`config.mk`:
```
export PLATFORM = sky130hd
export DESIGN_NAME = huffman_symbol_decoder
export DESIGN_NICKNAME = d
export VERILOG_FILES = /design/src/rtl/core/hsd_pkg.sv /design/src/rtl/core/huffman_symbol_decoder.sv /design/src/rtl/core/hsd_table.sv /design/src/rtl/core/hsd_fifo.sv
export SDC_FILE = /design/constraint.sdc
export NUM_CORES = 2
export LEC_CHECK = 0
export ABC_AREA = 1
export BUFFER_PORTS_ARGS = -buffer_cell sky130_fd_sc_hd__buf_4
export CAP_MARGIN = 10
export CORE_MARGIN = 8
export CORE_UTILIZATION = 40
export DETAILED_ROUTE_END_ITERATION = 7
export MAX_ROUTING_LAYER = met4
export SETUP_SLACK_MARGIN = 0.2
export SLEW_MARGIN = 20
export SYNTH_ARGS = -nofsm -noshare
export SYNTH_HDL_FRONTEND = slang
export SYNTH_SLANG_ARGS = --single-unit
export TNS_END_PERCENT = 100
```
`constraint.sdc`:
```
create_clock -name clk -period 5.42 [get_ports clk]
set_input_delay 0.271 -clock clk [delete_from_list [all_inputs] [get_ports clk]]
set_output_delay 0.271 -clock clk [all_outputs]
set_load 0.02 [all_outputs]
```
`src/rtl/core/hsd_pkg.sv`:
```
`timescale 1ns / 1ps

package hsd_pkg;

  localparam int NUM_SYMBOLS_DEF  = 29;
  localparam int MAX_CODE_LEN_DEF = 32;
  localparam int FIFO_DEPTH       = 16;
  localparam int BYTE_BITS        = 8;

  localparam int LETTER_COUNT  = 26;
  localparam int SPACE_INDEX   = 26;
  localparam int NEWLINE_INDEX = 27;

  localparam logic [7:0] CHAR_A       = 8'd97;
  localparam logic [7:0] CHAR_SPACE   = 8'd32;
  localparam logic [7:0] CHAR_NEWLINE = 8'd10;

  localparam logic CMD_LOAD = 1'b0;
  localparam logic CMD_DATA = 1'b1;

  typedef struct packed {
    logic [7:0] symbol;
    logic       eos;
    logic       err;
    logic       last;
  } result_t;

  function automatic logic [7:0] char_of(input logic [7:0] idx);
    logic [7:0] c;
    if (idx < 8'(LETTER_COUNT)) begin
      c = CHAR_A + idx;
    end else if (idx == 8'(SPACE_INDEX)) begin
      c = CHAR_SPACE;
    end else if (idx == 8'(NEWLINE_INDEX)) begin
      c = CHAR_NEWLINE;
    end else begin
      c = idx;
    end
    return c;
  endfunction

endpackage

```
`src/rtl/core/huffman_symbol_decoder.sv`:
```
`timescale 1ns / 1ps
// a load request writes one table entry; a data byte request is accepted, then decoded at one
// code bit per cycle against the parallel code-table compare, ending early when the end marker
// is decoded; after that data bytes are accepted and dropped; input stalls while more than 7 results wait
// each result waits in a hold register until the next result of its byte, or the idle cycle
// after the byte for the last one, then passes through the FIFO memory to the output register
// synchronous active-low reset clears all table lengths, the prefix, the end flag and queue

module huffman_symbol_decoder #(
  parameter int NUM_SYMBOLS  = hsd_pkg::NUM_SYMBOLS_DEF,
  parameter int MAX_CODE_LEN = hsd_pkg::MAX_CODE_LEN_DEF
) (
  input  logic        clk,
  input  logic        rst_n,
  input  logic        in_tvalid,
  output logic        in_tready,
  input  logic [55:0] in_tdata,  // symbol_index, code_length, code_word, data_byte
  input  logic        in_tuser,  // command
  output logic        out_tvalid,
  input  logic        out_tready,
  output logic [7:0]  out_tdata, // symbol_out
  output logic [1:0]  out_tuser, // end_of_stream, decode_error
  output logic        out_tlast
);
  import hsd_pkg::*;

  localparam int IDXW = (NUM_SYMBOLS > 1) ? $clog2(NUM_SYMBOLS) : 1;
  localparam int LVLW = $clog2(FIFO_DEPTH) + 1;
  localparam logic ST_IDLE = 1'b0;
  localparam logic ST_RUN  = 1'b1;

  logic        state_r, state_nxt;
  logic [2:0]  cnt_r, cnt_nxt;
  logic [7:0]  sh_r, sh_nxt;
  logic [31:0] pbits_r, pbits_nxt;
  logic [5:0]  plen_r, plen_nxt;
  logic        done_r, done_nxt;
  logic        pend_valid_r, pend_valid_nxt;
  result_t     pend_r, pend_nxt;

  logic            acc;
  logic [4:0]      in_idx;
  logic [5:0]      in_len;
  logic [31:0]     in_code;
  logic [7:0]      in_byte;
  logic [31:0]     try_bits;
  logic [5:0]      try_len;
  logic            hit;
  logic [IDXW-1:0] hit_idx;
  logic            is_end;
  logic            is_err;
  logic            res_now;
  result_t         new_res;
  logic            push;
  result_t         push_data;
  result_t         out_res;
  logic [LVLW-1:0] level;

  assign in_idx  = in_tdata[4:0];
  assign in_len  = in_tdata[10:5];
  assign in_code = in_tdata[42:11];
  assign in_byte = in_tdata[50:43];

  assign in_tready = (state_r == ST_IDLE) && (level <= LVLW'(FIFO_DEPTH - BYTE_BITS - 1));
  assign acc       = in_tvalid && in_tready;

  assign try_bits = pbits_r | ({sh_r[7], 31'd0} >> plen_r);
  assign try_len  = plen_r + 6'd1;

  hsd_table #(
    .NUM_SYMBOLS(NUM_SYMBOLS)
  ) u_table (
    .clk        (clk),
    .rst_n      (rst_n),
    .wr_en      (acc && in_tuser == CMD_LOAD),
    .wr_idx     (in_idx),
    .wr_len     (in_len),
    .wr_code    (in_code),
    .match_bits (try_bits),
    .match_len  (try_len),
    .hit        (hit),
    .hit_idx    (hit_idx)
  );

  assign is_end  = hit && (hit_idx == IDXW'(NUM_SYMBOLS - 1));
  assign is_err  = !hit && (try_len >= 6'(MAX_CODE_LEN));
  assign res_now = hit || is_err;

  always_comb begin
    new_res.symbol = (hit && !is_end) ? char_of(8'(hit_idx)) : 8'd0;
    new_res.eos    = is_end;
    new_res.err    = is_err;
    new_res.last   = 1'b0;
  end

  always_comb begin
    state_nxt      = state_r;
    cnt_nxt        = cnt_r;
    sh_nxt         = sh_r;
    pbits_nxt      = pbits_r;
    plen_nxt       = plen_r;
    done_nxt       = done_r;
    pend_valid_nxt = pend_valid_r;
    pend_nxt       = pend_r;
    push           = 1'b0;
    push_data      = pend_r;
    case (state_r)
      ST_IDLE: begin
        // flush the held result of the previous byte as its last
        if (pend_valid_r) begin
          push           = 1'b1;
          push_data.last = 1'b1;
          pend_valid_nxt = 1'b0;
        end
        if (acc && in_tuser == CMD_DATA && !done_r) begin
          sh_nxt    = in_byte;
          cnt_nxt   = 3'd0;
          state_nxt = ST_RUN;
        end
      end
      ST_RUN: begin
        sh_nxt  = {sh_r[6:0], 1'b0};
        cnt_nxt = cnt_r + 3'd1;
        if (res_now) begin
          pbits_nxt = '0;
          plen_nxt  = '0;
          if (pend_valid_r) begin
            push           = 1'b1;
            push_data.last = 1'b0;
          end
          pend_nxt       = new_res;
          pend_valid_nxt = 1'b1;
        end else begin
          pbits_nxt = try_bits;
          plen_nxt  = try_len;
        end
        if (is_end) begin
          done_nxt = 1'b1;
        end
        if (is_end || cnt_r == 3'd7) begin
          state_nxt = ST_IDLE;
        end
      end
      default: begin
        state_nxt = ST_IDLE;
      end
    endcase
  end

  always_ff @(posedge clk) begin
    if (!rst_n) begin
      state_r      <= ST_IDLE;
      cnt_r        <= '0;
      pbits_r      <= '0;
      plen_r       <= '0;
      done_r       <= 1'b0;
      pend_valid_r <= 1'b0;
    end else begin
      state_r      <= state_nxt;
      cnt_r        <= cnt_nxt;
      pbits_r      <= pbits_nxt;
      plen_r       <= plen_nxt;
      done_r       <= done_nxt;
      pend_valid_r <= pend_valid_nxt;
    end
  end

  always_ff @(posedge clk) begin
    sh_r   <= sh_nxt;
    pend_r <= pend_nxt;
  end

  hsd_fifo u_fifo (
    .clk       (clk),
    .rst_n     (rst_n),
    .push      (push),
    .push_data (push_data),
    .out_valid (out_tvalid),
    .out_ready (out_tready),
    .out_data  (out_res),
    .level     (level)
  );

  assign out_tdata = out_res.symbol;
  assign out_tuser = {out_res.err, out_res.eos};
  assign out_tlast = out_res.last;

endmodule

```
`src/rtl/core/hsd_table.sv`:
```
`timescale 1ns / 1ps

module hsd_table #(
  parameter int NUM_SYMBOLS = hsd_pkg::NUM_SYMBOLS_DEF,
  localparam int IDXW = (NUM_SYMBOLS > 1) ? $clog2(NUM_SYMBOLS) : 1
) (
  input  logic            clk,
  input  logic            rst_n,
  input  logic            wr_en,
  input  logic [4:0]      wr_idx,
  input  logic [5:0]      wr_len,
  input  logic [31:0]     wr_code,
  input  logic [31:0]     match_bits,
  input  logic [5:0]      match_len,
  output logic            hit,
  output logic [IDXW-1:0] hit_idx
);
  import hsd_pkg::*;

  logic [5:0]  len_r  [NUM_SYMBOLS];
  logic [31:0] code_r [NUM_SYMBOLS];
  logic [IDXW-1:0] wr_sel;
  logic            wr_ok;
  logic [31:0]     mask;

  assign wr_sel = IDXW'(wr_idx);
  assign wr_ok  = wr_en && (32'(wr_idx) < 32'(NUM_SYMBOLS));
  assign mask   = ~(32'hFFFF_FFFF >> match_len);

  always_ff @(posedge clk) begin
    for (int i = 0; i < NUM_SYMBOLS; i++) begin
      if (!rst_n) begin
        len_r[i] <= '0;
      end else if (wr_ok && wr_sel == IDXW'(i)) begin
        len_r[i] <= wr_len;
      end
    end
  end

  always_ff @(posedge clk) begin
    for (int i = 0; i < NUM_SYMBOLS; i++) begin
      if (wr_ok && wr_sel == IDXW'(i)) begin
        code_r[i] <= wr_code;
      end
    end
  end

  // highest index wins
  always_comb begin
    hit     = 1'b0;
    hit_idx = '0;
    for (int i = 0; i < NUM_SYMBOLS; i++) begin
      if (len_r[i] == match_len && ((code_r[i] ^ match_bits) & mask) == 32'd0) begin
        hit     = 1'b1;
        hit_idx = IDXW'(i);
      end
    end
  end

endmodule

```
`src/rtl/core/hsd_fifo.sv`:
```
`timescale 1ns / 1ps

module hsd_fifo (
  input  logic                  clk,
  input  logic                  rst_n,
  input  logic                  push,
  input  hsd_pkg::result_t      push_data,
  output logic                  out_valid,
  input  logic                  out_ready,
  output hsd_pkg::result_t      out_data,
  output logic [$clog2(hsd_pkg::FIFO_DEPTH):0] level
);
  import hsd_pkg::*;

  localparam int AW = $clog2(FIFO_DEPTH);

  result_t       mem [FIFO_DEPTH];
  logic [AW-1:0] wr_ptr_r, wr_ptr_nxt;
  logic [AW-1:0] rd_ptr_r, rd_ptr_nxt;
  logic [AW:0]   cnt_r, cnt_nxt;
  logic          ov_r, ov_nxt;
  logic          pop_mem;

  assign pop_mem   = (cnt_r != '0) && (!ov_r || out_ready);
  assign out_valid = ov_r;
  assign level     = cnt_r + (AW+1)'(ov_r);

  always_comb begin
    wr_ptr_nxt = push ? wr_ptr_r + AW'(1) : wr_ptr_r;
    rd_ptr_nxt = pop_mem ? rd_ptr_r + AW'(1) : rd_ptr_r;
    cnt_nxt    = cnt_r + (AW+1)'(push) - (AW+1)'(pop_mem);
    if (pop_mem) begin
      ov_nxt = 1'b1;
    end else if (out_ready) begin
      ov_nxt = 1'b0;
    end else begin
      ov_nxt = ov_r;
    end
  end

  always_ff @(posedge clk) begin
    if (!rst_n) begin
      wr_ptr_r <= '0;
      rd_ptr_r <= '0;
      cnt_r    <= '0;
      ov_r     <= 1'b0;
    end else begin
      wr_ptr_r <= wr_ptr_nxt;
      rd_ptr_r <= rd_ptr_nxt;
      cnt_r    <= cnt_nxt;
      ov_r     <= ov_nxt;
    end
  end

  always_ff @(posedge clk) begin
    if (push) begin
      mem[wr_ptr_r] <= push_data;
    end
  end

  always_ff @(posedge clk) begin
    if (pop_mem) begin
      out_data <= mem[rd_ptr_r];
    end
  end

endmodule

```
==> impl_results.md <==
* Measured slew at the worst slew-check pin at 1.01 ns
* Max-Slew Margin vs Limit at 31.7%
* Worst skew pair latency at 0.81 ns
* Synth cell types at 62
* Placed instance area at 71,700 µm²
* Yosys top cell area share at 61.0%
* Final Skew at 0.0554 ns
* Wire per inst at 27.7 µm
* Clock-pin slew on the worst setup and hold paths at 0.06 ns
* Post-detailed-routing wire length at 238 mm
* GR Layer Usage met3 at 4.94%
* Outcome: finished clean
* Final period util at 96.6%
* Busiest grt layer: met2
* Worst IR drop on VDD at 0.356 mV
* Worst hold slack at 0.110 ns
* RD Place Congestion at 1.00
* Final net count at 6,401
* Initial DRC Count at 6,605
* Pins Over Slew Limit at 0
* Area grow syn2layout at 21.6%
* Final hold violation count at 0
* First-pass DRT Iterations at 6
* Final setup fails at 0
* CTS max path bufs at 3
* Max-cap violations at 0
* Instance count on the critical path at 32
* Vias at 48,708
* Met2 layer usage reported by global route at 41.0%
* First-pass GRT wire length at 330 mm
* Net Count, Synth at 5,778
* WP buf/inv at 9
* Post-synth EDFFs at 1,307
* Critical path fanouts, max at 21
* Min cycle time layout at 5.24 ns
* Die Wd at 417 µm
* Yosys warning count at 0
* Layout cell share with drive strength beyond 1 at 23.8%
* Starting Density at 40.2%
* Worst path top cell family by delay: simple AND/OR/NAND/NOR gates
* Die area at 174,000 µm²
* Vias per cell at 5.66
* CP Capture Type: flip-flop
* Post-DP HPWL at 157 mm
* # fillers at 14,151
* Sink Count at 1,365
* Average size of a mapped cell at 11.3 µm²
* Top cells by area, synth: edfxtp_1 (61%), nand2_1 (5.2%), xnor2_1 (4.2%)
* Antenna-violating nets left at 0
* Synth Cell Area at 64,400 µm²
* Syn Inst Count at 5,692
* Critical Path AT at 5.80 ns
* Num rows at 147
* RSZ-0062 raised after global routing: yes
* #FFs+latches synth at 1,365
* Highest Clock Rate at 0.191 GHz
* Final instance area at 78,300 µm²
* Port buffer count at 68
* Worst r2r src: plen_r[1]$_SDFFE_PN0P_
* Total congestion overflow at 0
* Worst R2R End: pend_r[3]$_SDFFCE_PN0P_
* DRC viols at 0
* Leak Pwr at 27.9 nW
* Core area at 160,000 µm²
* Hold depth at 4
* TritonCTS buffer count at 150
* Total track usage at 27.0%
* Met1 usage at 34.8%
* Asr flop ratio synth at 0%
* Critical Path RT at 5.98 ns
* Die extent in y at 417 µm
* H-tree Lvls at 4
* Startpoint Class: flip-flop
* Initial antenna violation count at 9
* Type of the worst min-delay path: in -> reg
* Crit path kind: reg -> reg
* Slowest CP cell: or4_1
* Critical path capture point: pend_r[3]$_SDFFCE_PN0P_
* Power Total at 24.7 mW
* Part of the Yosys area used for sequential elements at 62.8%
* PwrDens at 315 nW/µm²
* Largest net degree at the start of global routing at 91
* Ys flop type: edfxtp_1
* I/O pin count at 74
* Crit-path max cell delay at 0.47 ns
* R2r setup slk at 0.18 ns
* Vias in the first global route at 45,578
* Root Buffer: clkbuf_16
* Largest area contributor in the netlist: edfxtp_1
* Start point of the critical path: plen_r[1]$_SDFFE_PN0P_
* CTS tree: done
* Commonest non-fill, non-tap cell in the layout: edfxtp_1
* R2R depth at 32
* Most frequent cells in the layout: edfxtp_1 (1,307), nand2_1 (840), buf_4 (615)
## worst min-delay path by stage
stage / start / to / slack, ns
after floorplan: in_tdata[11] / u_table.code_r[0][0]$_DFFE_PP_ / 0.37
after global placement: done_r$_SDFFE_PN0P_ / done_r$_SDFFE_PN0P_ / 0.44
after detailed placement: done_r$_SDFFE_PN0P_ / done_r$_SDFFE_PN0P_ / 0.45
after CTS: in_tdata[10] / u_table.len_r[0][5]$_SDFFCE_PN0P_ / 0.07
after global routing: in_tdata[5] / u_table.len_r[0][84]$_SDFFCE_PN0P_ / 0.1
final: in_tdata[10] / u_table.len_r[0][5]$_SDFFCE_PN0P_ / 0.11
## sequential cells by signal, indices dropped and copies added, names as in the netlist, 3 cells and up
register         cells
sh_r                 8
u_fifo.wr_ptr_r      4
pbits_r             32
u_table.len_r      174
u_fifo.cnt_r         5
u_table.code_r     928
u_fifo.rd_ptr_r      4
plen_r               6
pend_r              10
u_fifo.mem         176
u_fifo.out_data     11
cnt_r                3
## routing by layer
metal	vias to the layer above	share of wire, %
li1	21339	-
met1	23822	39
met2	2918	45
met3	629	10
met4	0	6.0
met5	-	0
## Yosys cell counts (38+ instances only)
master and n:
nand4_1 62, o2111ai_1 47, edfxtp_1 1307, xnor2_1 308, inv_1 229, xor2_1 260, nor4_1 38, nor2_1 559
a21oi_1 221, o22ai_1 42, buf_2 108, nand3_1 316, or2_2 320, dfxtp_1 58, clkbuf_1 104, o21ai_0 331
nand2_1 890, buf_4 60
## per-stage QoR
step,utilization (%),cells,setup TNS [ns],worst slack (ns)
6_report,48.9,8606,0,0.185
5_1_grt,48.9,8603,-0.168,-0.0561
4_1_cts,48.3,8561,0,0.217
3_5_place_dp,44.8,8227,-0.678,-0.185
3_3_place_gp,44.8,8227,-1.70,-0.338
2_1_floorplan,-,5692,0,0.608
## final cells by class
class	count	area [µm²]	area share, %
Clock inverter	92	779	0.995
Tap cell	2160	2700	3.45
Sequential cell	1365	40400	51.6
Clock buffer	185	3970	5.07
Timing Repair Buffer	779	7230	9.24
Multi-Input combinational cell	3775	22200	28.4
Inverter	244	946	1.21
Antenna cell	6	15.0	0.0192
## worst min-delay path: stages
cell and delay, ns:
buf_4 0.08, inv_1 0.03, buf_4 0.27, nor2_1 0.15
## report_power, final
part | total, mW | switching [mW] | internal [mW]
registers | 12.0 | 0.133 | 11.8
logic | 2.67 | 1.81 | 0.861
clock network | 10.0 | 4.42 | 5.62
total | 24.7 | 6.37 | 18.3
## logic make-up (layout without fill, tap and decap cells)
| group | Yosys count | after routing | synth area share (%) |
|---|---|---|---|
| compound gates | 863 | 863 | 8.42 |
| buf+inv | 554 | 1300 | 4.16 |
| fa+ha+maj | 25 | 25 | 0.497 |
| flops | 1365 | 1365 | 62.8 |
| simple gates | 2316 | 2318 | 16.4 |
| other cells | 1 | 7 | 0.00582 |
| xor+xnor | 568 | 568 | 7.73 |
## repair_timing
action,in CTS,in global routing
hold endpoints to repair,733,0
hold buffers,41,0
cloned,1,4
pin swaps,25,70
gates resized for setup,91,138
endpoints found under the setup margin,204,103
setup buffers,15,35
No activity file was read; power rests on OpenSTA's default activity.
